`config.mk`:
```
export PLATFORM = sky130hd
export DESIGN_NAME = tdc_list_word_sweep_unwrap
export DESIGN_NICKNAME = d
export VERILOG_FILES = /design/src/hw/rtl/tlwsu_pkg.sv /design/src/hw/rtl/tdc_list_word_sweep_unwrap.sv /design/src/hw/rtl/tlwsu_front.sv /design/src/hw/rtl/tlwsu_queue.sv /design/src/hw/rtl/tlwsu_back.sv
export SDC_FILE = /design/constraint.sdc
export NUM_CORES = 1
export LEC_CHECK = 0
export ABC_AREA = 1
export CAP_MARGIN = 10
export CORE_MARGIN = 1
export CORE_UTILIZATION = 40
export CTS_CLUSTER_SIZE = 10
export DETAILED_ROUTE_END_ITERATION = 10
export DONT_BUFFER_PORTS = 1
export GPL_TIMING_DRIVEN = 0
export PLACE_DENSITY = 0.54
export SETUP_SLACK_MARGIN = 0.3
export SLEW_MARGIN = 20
export SYNTH_ARGS = -nofsm -noshare
export SYNTH_HDL_FRONTEND = slang
export SYNTH_SLANG_ARGS = --single-unit
```
`constraint.sdc`:
```
create_clock -name clk_i -period 13.7 [get_ports clk_i]
set_input_delay 0.685 -clock clk_i [delete_from_list [all_inputs] [get_ports clk_i]]
set_output_delay 0.685 -clock clk_i [all_outputs]
set_load 0.1 [all_outputs]
```
`src/hw/rtl/tlwsu_pkg.sv`:
```
// ----------------------------------------------------------------------------
// tlwsu_pkg
// Shared types and constants for the list-word splitter with sweep unwrap.
// ----------------------------------------------------------------------------
`timescale 1ns / 1ps
`default_nettype none

package tlwsu_pkg;

  // Register index map of the configuration port
  typedef enum logic [2:0] {
    CFG_FILTER_ON   = 3'd0,
    CFG_SEL_CHANNEL = 3'd1,
    CFG_TIME_LOW    = 3'd2,
    CFG_TIME_BITS   = 3'd3,
    CFG_SWEEP_LOW   = 3'd4,
    CFG_SWEEP_BITS  = 3'd5,
    CFG_TAG_LOW     = 3'd6,
    CFG_LOST_BIT    = 3'd7
  } cfg_idx_e;

  localparam int unsigned CfgIdxW  = 3;
  localparam int unsigned CfgDataW = 6;

  // Channel numbering
  localparam logic [2:0] ChanMin   = 3'd1;
  localparam logic [2:0] ChanStart = 3'd6;

  // Widest sweep counter
  localparam logic [4:0] SweepMaxBits = 5'd16;

  // Reset values of the configuration registers
  localparam logic       RstFilterOn  = 1'b1;
  localparam logic [2:0] RstSelChan   = 3'd1;
  localparam logic [5:0] RstTimeLow   = 6'd4;
  localparam logic [5:0] RstTimeBits  = 6'd36;
  localparam logic [5:0] RstSweepLow  = 6'd40;
  localparam logic [4:0] RstSweepBits = 5'd7;
  localparam logic [5:0] RstTagLow    = 6'd48;
  localparam logic [5:0] RstLostBit   = 6'd47;

  // Configuration as seen by the front and back parts
  typedef struct packed {
    logic       filter_on;
    logic [2:0] sel_channel;
    logic [5:0] time_low;
    logic [5:0] time_bits;
    logic [5:0] sweep_low;
    logic [4:0] sweep_bits;
    logic [5:0] tag_low;
    logic [5:0] lost_bit;
  } cfg_t;

  // One classified hit, passed from front to back through the queue
  typedef struct packed {
    logic [2:0]  channel;
    logic        edge_bit;
    logic [47:0] time_val;
    logic [15:0] sweep;
    logic        tag;
    logic        lost;
  } hit_t;

  localparam int unsigned QueueDepth = 2;

endpackage : tlwsu_pkg

`default_nettype wire

```
`src/hw/rtl/tdc_list_word_sweep_unwrap.sv`:
```
// Path: a kept word is written into the queue, then into the output register.
// Throughput: one word per cycle while the output is not stalled; the back part
//   takes one hit a cycle from the two-entry queue while its output can move.
// Words that give no hit take no queue slot and produce no output beat.
// Reset (async, active low) restores the register defaults and clears the
//   sweep history, global sweep and event count; no clearing pass.
// ----------------------------------------------------------------------------
// tdc_list_word_sweep_unwrap
// Splits 64-bit list-mode digitizer words into hit fields and extends the
// wrapped sweep counter to a global sweep number with event counting.
// ----------------------------------------------------------------------------
`timescale 1ns / 1ps
`default_nettype none

module tdc_list_word_sweep_unwrap (
  input  wire                                clk_i,
  input  wire                                rst_ni,
  // configuration write port
  input  wire                                cfg_we_i,
  input  wire [tlwsu_pkg::CfgIdxW-1:0]       cfg_idx_i,
  input  wire [tlwsu_pkg::CfgDataW-1:0]      cfg_wdata_i,
  // input words
  input  wire                                in_valid_i,
  output logic                               in_ready_o,
  input  wire [63:0]                         raw_word_i,
  // output hits
  output logic                               out_valid_o,
  input  wire                                out_ready_i,
  output logic [2:0]                         hit_channel_o,
  output logic                               hit_edge_o,
  output logic [47:0]                        time_value_o,
  output logic [15:0]                        sweep_local_o,
  output logic signed [47:0]                 global_sweep_o,
  output logic                               hit_tag_o,
  output logic                               hit_lost_o,
  output logic                               new_event_o,
  output logic [31:0]                        event_number_o
);
  import tlwsu_pkg::*;

  cfg_t cfg_q;
  logic q_full, q_valid, push, pop;
  hit_t hit_in, hit_out;

  // Configuration registers
  always_ff @(posedge clk_i or negedge rst_ni) begin
    if (!rst_ni) begin
      cfg_q.filter_on   <= RstFilterOn;
      cfg_q.sel_channel <= RstSelChan;
      cfg_q.time_low    <= RstTimeLow;
      cfg_q.time_bits   <= RstTimeBits;
      cfg_q.sweep_low   <= RstSweepLow;
      cfg_q.sweep_bits  <= RstSweepBits;
      cfg_q.tag_low     <= RstTagLow;
      cfg_q.lost_bit    <= RstLostBit;
    end else if (cfg_we_i) begin
      unique case (cfg_idx_e'(cfg_idx_i))
        CFG_FILTER_ON:   cfg_q.filter_on   <= cfg_wdata_i[0];
        CFG_SEL_CHANNEL: cfg_q.sel_channel <= cfg_wdata_i[2:0];
        CFG_TIME_LOW:    cfg_q.time_low    <= cfg_wdata_i;
        CFG_TIME_BITS:   cfg_q.time_bits   <= cfg_wdata_i;
        CFG_SWEEP_LOW:   cfg_q.sweep_low   <= cfg_wdata_i;
        CFG_SWEEP_BITS:  cfg_q.sweep_bits  <= cfg_wdata_i[4:0];
        CFG_TAG_LOW:     cfg_q.tag_low     <= cfg_wdata_i;
        CFG_LOST_BIT:    cfg_q.lost_bit    <= cfg_wdata_i;
        default: begin
        end
      endcase
    end
  end

  // Front: accept and classify
  tlwsu_front u_front (
    .cfg_i      (cfg_q),
    .in_valid_i (in_valid_i),
    .in_ready_o (in_ready_o),
    .raw_word_i (raw_word_i),
    .q_full_i   (q_full),
    .push_o     (push),
    .hit_o      (hit_in)
  );

  // Queue between the two parts
  tlwsu_queue u_queue (
    .clk_i   (clk_i),
    .rst_ni  (rst_ni),
    .push_i  (push),
    .wdata_i (hit_in),
    .full_o  (q_full),
    .pop_i   (pop),
    .valid_o (q_valid),
    .rdata_o (hit_out)
  );

  // Back: unwrap and output register
  tlwsu_back u_back (
    .clk_i          (clk_i),
    .rst_ni         (rst_ni),
    .sweep_bits_i   (cfg_q.sweep_bits),
    .q_valid_i      (q_valid),
    .q_data_i       (hit_out),
    .pop_o          (pop),
    .out_valid_o    (out_valid_o),
    .out_ready_i    (out_ready_i),
    .hit_channel_o  (hit_channel_o),
    .hit_edge_o     (hit_edge_o),
    .time_value_o   (time_value_o),
    .sweep_local_o  (sweep_local_o),
    .global_sweep_o (global_sweep_o),
    .hit_tag_o      (hit_tag_o),
    .hit_lost_o     (hit_lost_o),
    .new_event_o    (new_event_o),
    .event_number_o (event_number_o)
  );

endmodule : tdc_list_word_sweep_unwrap

`default_nettype wire

```
`src/hw/rtl/tlwsu_front.sv`:
```
// ----------------------------------------------------------------------------
// tlwsu_front
// Accepts raw list-mode words, drops the ones that give no hit and splits
// the rest into fields at the configured bit positions.
// ----------------------------------------------------------------------------
`timescale 1ns / 1ps
`default_nettype none

module tlwsu_front (
  input  wire tlwsu_pkg::cfg_t cfg_i,
  input  wire                  in_valid_i,
  output logic                 in_ready_o,
  input  wire [63:0]           raw_word_i,
  input  wire                  q_full_i,
  output logic                 push_o,
  output tlwsu_pkg::hit_t      hit_o
);
  import tlwsu_pkg::*;

  logic [2:0]  chan;
  logic        keep;
  logic [63:0] time_sh;
  logic [63:0] sweep_sh;
  logic [48:0] time_mask;
  logic [16:0] sweep_mask;
  logic [47:0] time_val;

  // Classify: zero words, bad channels and filtered channels are dropped
  always_comb begin
    chan = raw_word_i[2:0];
    keep = (raw_word_i != 64'd0) && (chan >= ChanMin) && (chan <= ChanStart);
    if (cfg_i.filter_on && (chan != cfg_i.sel_channel) && (chan != ChanStart)) begin
      keep = 1'b0;
    end
  end

  // Field extraction; widths past the field limit saturate to all ones
  always_comb begin
    time_sh    = raw_word_i >> cfg_i.time_low;
    sweep_sh   = raw_word_i >> cfg_i.sweep_low;
    time_mask  = ~({49{1'b1}} << cfg_i.time_bits);
    sweep_mask = ~({17{1'b1}} << cfg_i.sweep_bits);
    time_val   = time_sh[47:0] & time_mask[47:0];

    hit_o.channel  = chan;
    hit_o.edge_bit = raw_word_i[3];
    hit_o.time_val = time_val;
    hit_o.sweep    = sweep_sh[15:0] & sweep_mask[15:0];
    // tag flips when the time field is zero
    hit_o.tag      = raw_word_i[cfg_i.tag_low] ^ (time_val == 48'd0);
    hit_o.lost     = raw_word_i[cfg_i.lost_bit];
  end

  // Words that give no hit are taken and dropped without using a slot
  assign in_ready_o = !q_full_i;
  assign push_o     = in_valid_i && !q_full_i && keep;

endmodule : tlwsu_front

`default_nettype wire

```
`src/hw/rtl/tlwsu_queue.sv`:
```
// ----------------------------------------------------------------------------
// tlwsu_queue
// Short hit queue between the front and back parts.
// ----------------------------------------------------------------------------
`timescale 1ns / 1ps
`default_nettype none

module tlwsu_queue (
  input  wire                  clk_i,
  input  wire                  rst_ni,
  input  wire                  push_i,
  input  wire tlwsu_pkg::hit_t wdata_i,
  output logic                 full_o,
  input  wire                  pop_i,
  output logic                 valid_o,
  output tlwsu_pkg::hit_t      rdata_o
);
  import tlwsu_pkg::*;

  localparam int unsigned PtrW = $clog2(QueueDepth);
  localparam int unsigned CntW = $clog2(QueueDepth + 1);

  hit_t            slot_q [QueueDepth];
  logic [PtrW-1:0] wr_ptr_q, wr_ptr_d;
  logic [PtrW-1:0] rd_ptr_q, rd_ptr_d;
  logic [CntW-1:0] cnt_q, cnt_d;

  assign full_o  = (cnt_q == CntW'(QueueDepth));
  assign valid_o = (cnt_q != '0);
  assign rdata_o = slot_q[rd_ptr_q];

  // Pointer and fill count update
  always_comb begin
    wr_ptr_d = wr_ptr_q;
    rd_ptr_d = rd_ptr_q;
    cnt_d    = cnt_q;
    if (push_i) begin
      wr_ptr_d = (wr_ptr_q == PtrW'(QueueDepth - 1)) ? '0 : wr_ptr_q + 1'b1;
    end
    if (pop_i) begin
      rd_ptr_d = (rd_ptr_q == PtrW'(QueueDepth - 1)) ? '0 : rd_ptr_q + 1'b1;
    end
    if (push_i && !pop_i) begin
      cnt_d = cnt_q + 1'b1;
    end else if (pop_i && !push_i) begin
      cnt_d = cnt_q - 1'b1;
    end
  end

  always_ff @(posedge clk_i or negedge rst_ni) begin
    if (!rst_ni) begin
      wr_ptr_q <= '0;
      rd_ptr_q <= '0;
      cnt_q    <= '0;
    end else begin
      wr_ptr_q <= wr_ptr_d;
      rd_ptr_q <= rd_ptr_d;
      cnt_q    <= cnt_d;
    end
  end

  // Slot storage
  always_ff @(posedge clk_i) begin
    if (push_i) begin
      slot_q[wr_ptr_q] <= wdata_i;
    end
  end

endmodule : tlwsu_queue

`default_nettype wire

```
`src/hw/rtl/tlwsu_back.sv`:
```
// ----------------------------------------------------------------------------
// tlwsu_back
// Sweep unwrap and event counting; holds the output register.
// ----------------------------------------------------------------------------
`timescale 1ns / 1ps
`default_nettype none

module tlwsu_back (
  input  wire                  clk_i,
  input  wire                  rst_ni,
  input  wire [4:0]            sweep_bits_i,
  input  wire                  q_valid_i,
  input  wire tlwsu_pkg::hit_t q_data_i,
  output logic                 pop_o,
  output logic                 out_valid_o,
  input  wire                  out_ready_i,
  output logic [2:0]           hit_channel_o,
  output logic                 hit_edge_o,
  output logic [47:0]          time_value_o,
  output logic [15:0]          sweep_local_o,
  output logic signed [47:0]   global_sweep_o,
  output logic                 hit_tag_o,
  output logic                 hit_lost_o,
  output logic                 new_event_o,
  output logic [31:0]          event_number_o
);
  import tlwsu_pkg::*;

  // Unwrap state
  logic [15:0] last_q;
  logic        have_q;
  logic [47:0] gsweep_q, gsweep_d;
  logic [31:0] evcnt_q, evcnt_d;
  logic        out_valid_q;

  logic        take;
  logic        is_new;
  logic [4:0]  sb;
  logic [47:0] full48;
  logic [16:0] full17;
  logic [16:0] old_s;
  logic [17:0] diff;
  logic [17:0] mag;
  logic [18:0] twice;
  logic        wrap;
  logic [47:0] g_base;

  assign take  = q_valid_i && (!out_valid_q || out_ready_i);
  assign pop_o = take;

  // Nearest-wrap choice and global sweep update
  always_comb begin
    sb      = (sweep_bits_i > SweepMaxBits) ? SweepMaxBits : sweep_bits_i;
    full48  = 48'd1 << sb;
    full17  = 17'd1 << sb;
    is_new  = !have_q || (q_data_i.sweep != last_q);
    // previous counter reads as minus one before the first hit
    old_s   = have_q ? {1'b0, last_q} : {17{1'b1}};
    diff    = {2'b00, q_data_i.sweep} - {old_s[16], old_s};
    mag     = diff[17] ? (18'd0 - diff) : diff;
    twice   = {mag, 1'b0};
    wrap    = twice > {2'b00, full17};
    g_base  = (gsweep_q & ~(full48 - 48'd1)) | {32'd0, q_data_i.sweep};
    gsweep_d = gsweep_q;
    evcnt_d  = evcnt_q;
    if (is_new) begin
      evcnt_d = evcnt_q + 32'd1;
      if (wrap && !diff[17]) begin
        gsweep_d = g_base - full48;
      end else if (wrap) begin
        gsweep_d = g_base + full48;
      end else begin
        gsweep_d = g_base;
      end
    end
  end

  // Control and unwrap state
  always_ff @(posedge clk_i or negedge rst_ni) begin
    if (!rst_ni) begin
      out_valid_q <= 1'b0;
      last_q      <= '0;
      have_q      <= 1'b0;
      gsweep_q    <= '0;
      evcnt_q     <= '0;
    end else begin
      if (take) begin
        out_valid_q <= 1'b1;
        last_q      <= q_data_i.sweep;
        have_q      <= 1'b1;
        gsweep_q    <= gsweep_d;
        evcnt_q     <= evcnt_d;
      end else if (out_ready_i) begin
        out_valid_q <= 1'b0;
      end
    end
  end

  // Output payload register
  always_ff @(posedge clk_i) begin
    if (take) begin
      hit_channel_o  <= q_data_i.channel;
      hit_edge_o     <= q_data_i.edge_bit;
      time_value_o   <= q_data_i.time_val;
      sweep_local_o  <= q_data_i.sweep;
      global_sweep_o <= gsweep_d;
      hit_tag_o      <= q_data_i.tag;
      hit_lost_o     <= q_data_i.lost;
      new_event_o    <= is_new;
      event_number_o <= evcnt_d;
    end
  end

  assign out_valid_o = out_valid_q;

  // Checks
  a_repeat_keeps_sweep: assert property (@(posedge clk_i) disable iff (!rst_ni)
    take && !is_new |=> $stable(gsweep_q) && $stable(evcnt_q))
    else $error("global sweep moved on a repeated sweep counter");

  a_new_counts_one: assert property (@(posedge clk_i) disable iff (!rst_ni)
    take && is_new |=> evcnt_q == $past(evcnt_q) + 32'd1)
    else $error("event counter did not step by one");

  a_take_sets_have: assert property (@(posedge clk_i) disable iff (!rst_ni)
    take |=> have_q && out_valid_q)
    else $error("hit taken without output or sweep history");

  a_first_is_new: assert property (@(posedge clk_i) disable iff (!rst_ni)
    !have_q && take |=> new_event_o)
    else $error("first hit after reset did not start an event");

endmodule : tlwsu_back

`default_nettype wire

```
Word-level counts from Yosys, hierarchy flattened

Memories as Yosys holds them, arrays and structs flattened.
Index checks and enable logic that the tools add are counted.

Output and inout bits: 153
Bits in registers: 292
Memories: 1
Bits of input ports: 78
RAM bits: 140
Logic and storage cells: 119

Memories:

| name           | depth | width | read ports | clocked after Yosys merged registers in | write ports | line              | text |
|---|---|---|---|---|---|---|---|
| u_queue.slot_q | 2     | 70    | 1          | 0                                       | 1           | tlwsu_queue.sv:23 | `hit_t slot_q [QueueDepth];` |

Shifts and indexed selects: 6
Reduce and logical (&&, ||, !) cells: 32
Multiplexer cells: 20
Magnitude comparators: 6
Equality and inequality tests: 11
$add $sub $neg: 10
Bitwise gates (word level): 8

Operators by type and width:

| operator                                           | count |
|---|---|
| two-way mux 48 bit                                 | 3 |
| AND 48 bit                                         | 2 |
| inverter 48 bit                                    | 2 |
| nonzero test 64 bit                                | 1 |
| >> shifter 64 x 6 -> 16 bit                        | 1 |
| >> shifter 64 x 6 -> 48 bit                        | 1 |
| left shift 49 x 6 -> 48 bit, first input constant  | 1 |
| adder 48 bit                                       | 1 |
| zero test 48 bit                                   | 1 |
| OR 48 x 16 -> 48 bit                               | 1 |
| left shift 1 x 5 -> 48 bit, first input constant   | 1 |
| subtractor 48 x 1 -> 48 bit, second input constant | 1 |
| subtractor 48 bit                                  | 1 |
| adder 32 x 1 -> 32 bit, second input constant      | 1 |
| two-way mux 32 bit                                 | 1 |
| > comparator 19 x 17 -> 1 bit                      | 1 |
| two-way mux 18 bit                                 | 1 |
| subtractor 1 x 18 -> 18 bit, first input constant  | 1 |
| subtractor 17 x 17 -> 18 bit                       | 1 |
| two-way mux 17 bit                                 | 1 |
| left shift 1 x 5 -> 17 bit, first input constant   | 1 |
| left shift 17 x 5 -> 16 bit, first input constant  | 1 |
| AND 16 bit                                         | 1 |
| inequality test 16 bit                             | 1 |
| other kinds (25)                                   | 65 |

Depth between registers and ports, before layout

Depth after elaboration: 11
Gate-level depth with buffers: 41
Depth with buffers taken out: 37

Hierarchy

Synthesis repeated with hierarchy kept, for this count alone.

Cells, all modules: 4896
Area, all modules: 34565.7 um2

By module, submodules not included:

| module                     | times used | area an instance (um2) | cells an instance |
|---|---|---|---|
| tlwsu_back                 | 1          | 18149.9                | 2480 |
| tlwsu_front                | 1          | 9165.0                 | 1988 |
| tlwsu_queue                | 1          | 5609.1                 | 243 |
| tdc_list_word_sweep_unwrap | 1          | 1641.6                 | 185 |

Worst setup path before layout

Ideal clock, no wire load.

Path type: reg-to-reg
Start point: register u_queue.cnt_q[0]
End point: memory u_queue.slot_q[1][0] (netlist bit) (enable)
Arrival: 4.545 ns
Data required time: 13.199 ns
Path buffers: 0
Path slack: 8.654 ns
Stages on the path, launching flop included: 8
Cell sequence: dfrtp_1 > inv_1 > nand2_1 > nand2_1 > nor3_1 > and2_1 > inv_1 > nor2_1

Longest elaborated chain between the ends: 6

Ends and longest elaborated chain:

| item                                    | line                             | text |
|---|---|---|
| start: declaration                      | tlwsu_queue.sv:26                | `logic [CntW-1:0] cnt_q, cnt_d;` |
| start signal: assignment                | tlwsu_queue.sv:58                | `cnt_q <= cnt_d;` |
| == test 2 bit                           | tlwsu_queue.sv:28                | `assign full_o = (cnt_q == CntW'(QueueDepth));` |
| zero test 1 bit                         | --                               |  |
| net in_ready_o                          | tdc_list_word_sweep_unwrap.sv:24 | `output logic in_ready_o,` |
| logical AND 1 bit (2 in series)         | tlwsu_front.sv:56                | `assign push_o = in_valid_i && !q_full_i && keep;` |
| net push                                | tdc_list_word_sweep_unwrap.sv:42 | `logic q_full, q_valid, push, pop;` |
| two-way mux 1 bit                       | tlwsu_queue.sv:64                | `if (push_i) begin` |
| two-way mux 1 bit (implied by the code) | tlwsu_queue.sv:65                | `slot_q[wr_ptr_q] <= wdata_i;` |
| end: declaration                        | tlwsu_queue.sv:23                |  |

The timed path passes the listed nets, and every way through them passes these cells.

Final worst setup path

Start point: register u_back.have_q
End point: register u_back.global_sweep_o[36], data pin

Longest elaborated chain between the ends: 8

Ends and longest elaborated chain:

| item                                                    | line                               | text |
|---|---|---|
| start: declaration                                      | tlwsu_back.sv:31                   | `logic have_q;` |
| start signal: assignment                                | tlwsu_back.sv:83                   | `have_q <= 1'b0;` |
| start signal: assignment                                | tlwsu_back.sv:90                   | `have_q <= 1'b1;` |
| two-way mux 17 bit                                      | tlwsu_back.sv:58                   | `old_s = have_q ? {1'b0, last_q} : {17{1'b1}};` |
| subtractor 17 x 17 -> 18 bit                            | tlwsu_back.sv:59                   | `diff = {2'b00, q_data_i.sweep} - {old_s[16], old_s};` |
| subtractor 1 x 18 -> 18 bit                             | tlwsu_back.sv:60                   | `mag = diff[17] ? (18'd0 - diff) : diff;` |
| two-way mux 18 bit                                      | tlwsu_back.sv:60                   |  |
| > comparator 19 x 17 -> 1 bit                           | tlwsu_back.sv:62                   | `wrap = twice > {2'b00, full17};` |
| two-way mux 48 bit or logical AND 1 bit (tied branches) | tlwsu_back.sv:70, tlwsu_back.sv:68 |  |
| two-way mux 48 bit                                      | tlwsu_back.sv:68                   | `if (wrap && !diff[17]) begin` |
| two-way mux 48 bit *                                    | tlwsu_back.sv:66                   | `if (is_new) begin` |
| net u_back.gsweep_d[36]                                 | tlwsu_back.sv:32                   | `logic [47:0] gsweep_q, gsweep_d;` |
| end signal: assignment                                  | tlwsu_back.sv:106                  | `global_sweep_o <= gsweep_d;` |
| end: declaration                                        | tlwsu_back.sv:21                   | `output logic signed [47:0] global_sweep_o,` |

The timed path passes the listed nets; every way through them passes the cells marked *.
A chain may end at the register's enable or synchronous reset.

==> results_dict.tcl <==
set metrics [dict create \
    wl_per_cell_um 23.3 \
    drtPass1Iterations 8 \
    cts_resized 0 \
    setup_tns_ps 0 \
    max-slew-margin-rel_pct 19.6 \
    fill_cells 8914 \
    grt_usage_pct 32.5 \
    crit_path_top_delay_cell "buf_1" \
    ios 231 \
    synth-main-ff-cell "edfxtp_1" \
    core_area_um2 83800 \
    ff_latch_area_um2 12300 \
    startpoint_type "flop" \
    clockBufferDepth 3 \
    syn_area_um2 34000 \
    clock_sinks 432 \
    layout-drive-gt1-share_pct 4.56 \
    synth_area_per_cell_um2 6.99 \
    cp.arrival_ps 7610 \
    required_ps 14070 \
    dpl.hpwl_mm 114 \
    fin_skew_ps 22.7 \
    multi_input_area_um2 18700 \
    finalNetCount 5132 \
    clkTransAtPathRegs_ps 70 \
    outcome "finished clean" \
    cpMostUsedCell "nand2_1" \
    final_util_pct 44.6 \
    pre_cts_ws_ps 6610 \
    whs_ps 4.43 \
    tightest_slew_ps 1200 \
    h-tree-depth 2 \
    finalHoldViolations 0 \
    max_freq_mhz 138 \
    start_util_pct 40.5 \
    critical_path_class "flop to flop" \
    grt_pass1_wl_mm 208 \
    cap_violations 0 \
    clock_latency_ps 640 \
    vias 33700 \
    syn2layout_area_growth_pct 10.1 \
    vias_per_cell 5.50 \
    ys_warn_count 0 \
    gp_congestion 1.01 \
    antenna_found_initial 4 \
    drc 0 \
    postRouteAntennaNets 0 \
    hp-class "primary input to asynchronous set/reset pin" \
    ys_seq_area_share_pct 36.2 \
    final_cell_mix "nand2_1 (1,524), inv_1 (534), o21ai_0 (526), nor2_1 (346), edfxtp_1 (291)" \
    cts-root-buf "clkbuf_16" \
    grt_overflow 0 \
    ys_ff_latch 432 \
    postCtsSetupBuffers 0 \
    die_w_um 293 \
    grt_pass1_vias 31900 \
    port_buffers 0 \
    dieArea_um2 86100 \
    rsz0062_at_grt "no" \
    rows 106 \
    period_share_pct 52.9 \
    cts_tree "yes" \
    fin_ws_ps 6460 \
    async_reset_ff_share_pct 32.6 \
    crit_path_end_kind "flop" \
    final_common_cell "nand2_1" \
    drv_slew 0 \
    synth_cells 4860 \
    fp.dieH_um 293 \
    cts_buffers 53 \
    crit_fanout 10 \
    synth.distinct_cells 67 \
    setup_violations 0 \
    drtIter0Drc 3124 \
    slowest_delay_ps 680 \
    finalCriticalPeriod_ps 7240 \
    wirelength_mm 143 \
    synth_edf_count 291 \
    grt_max_degree 142 \
]
-- kinds of logic (layout without fill, tap and decap cells) --
family / count (synthesis) / in the layout / share of synthesized area (%)
buffers and inverters: 801 / 909 / 9.23
AOI/OAI and AO/OA: 970 / 970 / 15.8
adders and majority gates: 103 / 103 / 3.86
muxes: 134 / 134 / 3.95
xor gates and xnor gates: 118 / 118 / 3.06
and+or+nand+nor: 2300 / 2300 / 27.9
DFF: 432 / 432 / 36.2
other: 2 / 31 / 0.0221
-- registers in the layout, summed over array words and instances (netlist names), 2 cells and up --
name,count
u_back.last_q,16
cfg_q,39
u_queue.slot_q,140
u_back.global_sweep_o,48
u_back.sweep_local_o,16
u_back.hit_channel_o,3
u_back.evcnt_q,32
u_back.event_number_o,32
u_back.time_value_o,48
u_back.gsweep_q,48
u_queue.cnt_q,2
-- path summary, 6_finish.rpt --
path                             startpoint                   endpoint  slack [ps]  cells after the start
max                           u_back.have_q  u_back.global_sweep_o[36]        6460                     30
min                                  rst_ni         u_back.evcnt_q[16]           4                      1
max reg2reg                   u_back.have_q  u_back.global_sweep_o[36]        6460                     30
min reg2reg                u_queue.cnt_q[0]           u_queue.cnt_q[0]         480                      1
max in group asynchronous            rst_ni                   cfg_q[4]       13010                      1
min in group clk_i              out_ready_i         u_back.out_valid_o         150                      1
-- metal layers --
layer	share of wire [%]	track usage [%]	vias up
met3	8.5	7.03	217
li1	-	-	16200
met2	46	52.9	1375
met4	3.7	11.9	2
met1	42	42.3	15900
met5	0.0091	0	-
-- worst max-delay path: cells and delay by family (launching register included) --
kind | cells | cell delay [ps]
xor+xnor | 1 | 170
compound gates | 1 | 150
fa+ha+maj | 2 | 640
flops | 1 | 330
simple gates | 19 | 2820
buf+inv | 7 | 2840
-- Yosys cell counts (7+ instances only) --
cell type  count  area (µm²)
mux2i_1      134        1340
o22ai_1        7        43.8
nand4_1       55         344
buf_4          8        60.1
and2_1        17         106
o221ai_1       8        70.1
a21oi_1      228        1140
o21ai_0      526        2630
or2_1          7        43.8
nor2_2         7        43.8
o21ai_2       11        96.3
clkbuf_1     169         634
o21ai_1       28         140
a31oi_1       31         194
ha_1         100        1250
dfrtp_1      124        3100
inv_2         10        37.5
nand2_2       12        75.1
inv_1        534        2000
nand3_1      203        1020
o21a_1         8        60.1
nor3_1        48         240
buf_2         36         180
or2_2         27         169
nor2_1       348        1310
o211ai_1      46         345
xnor2_1       12         105
xor2_1       105         920
nand2_1     1524        5720
a221oi_1      24         210
dfstp_2       17         447
buf_6          7        78.8
buf_1         30         113
edfxtp_1     291        8740
a211oi_1      15         113
nand3b_1      13        97.6
nor4_1        21         131
-- stage by stage --
step / cell area [µm²] / std cells
after global placement: 35500 / 6022
after floorplan: 34100 / 4888
after detailed placement: 35700 / 6029
after CTS: 37400 / 6130
after global routing: 37400 / 6130
final: 37400 / 6131
-- layout make-up --
type                            count  area share [%]
Tap cell                         1134            3.79
Buffer                            250            2.88
Timing Repair Buffer                8           0.488
Multi-Input combinational cell   3655            49.9
Inverter                          551            5.53
Sequential cell                   432            32.8
Clock inverter                      9           0.475
Antenna cell                        1         0.00669
Clock buffer                       91            4.09
-- timing repair --
item | CTS | global route
endpoints found under the hold margin | 141 | 0
endpoints found under the setup margin | 0 | 0
hold buffers | 1 | 0
Power is not shown: default switching activity piles up to over one toggle a cycle in this logic, so the estimate is an artifact.
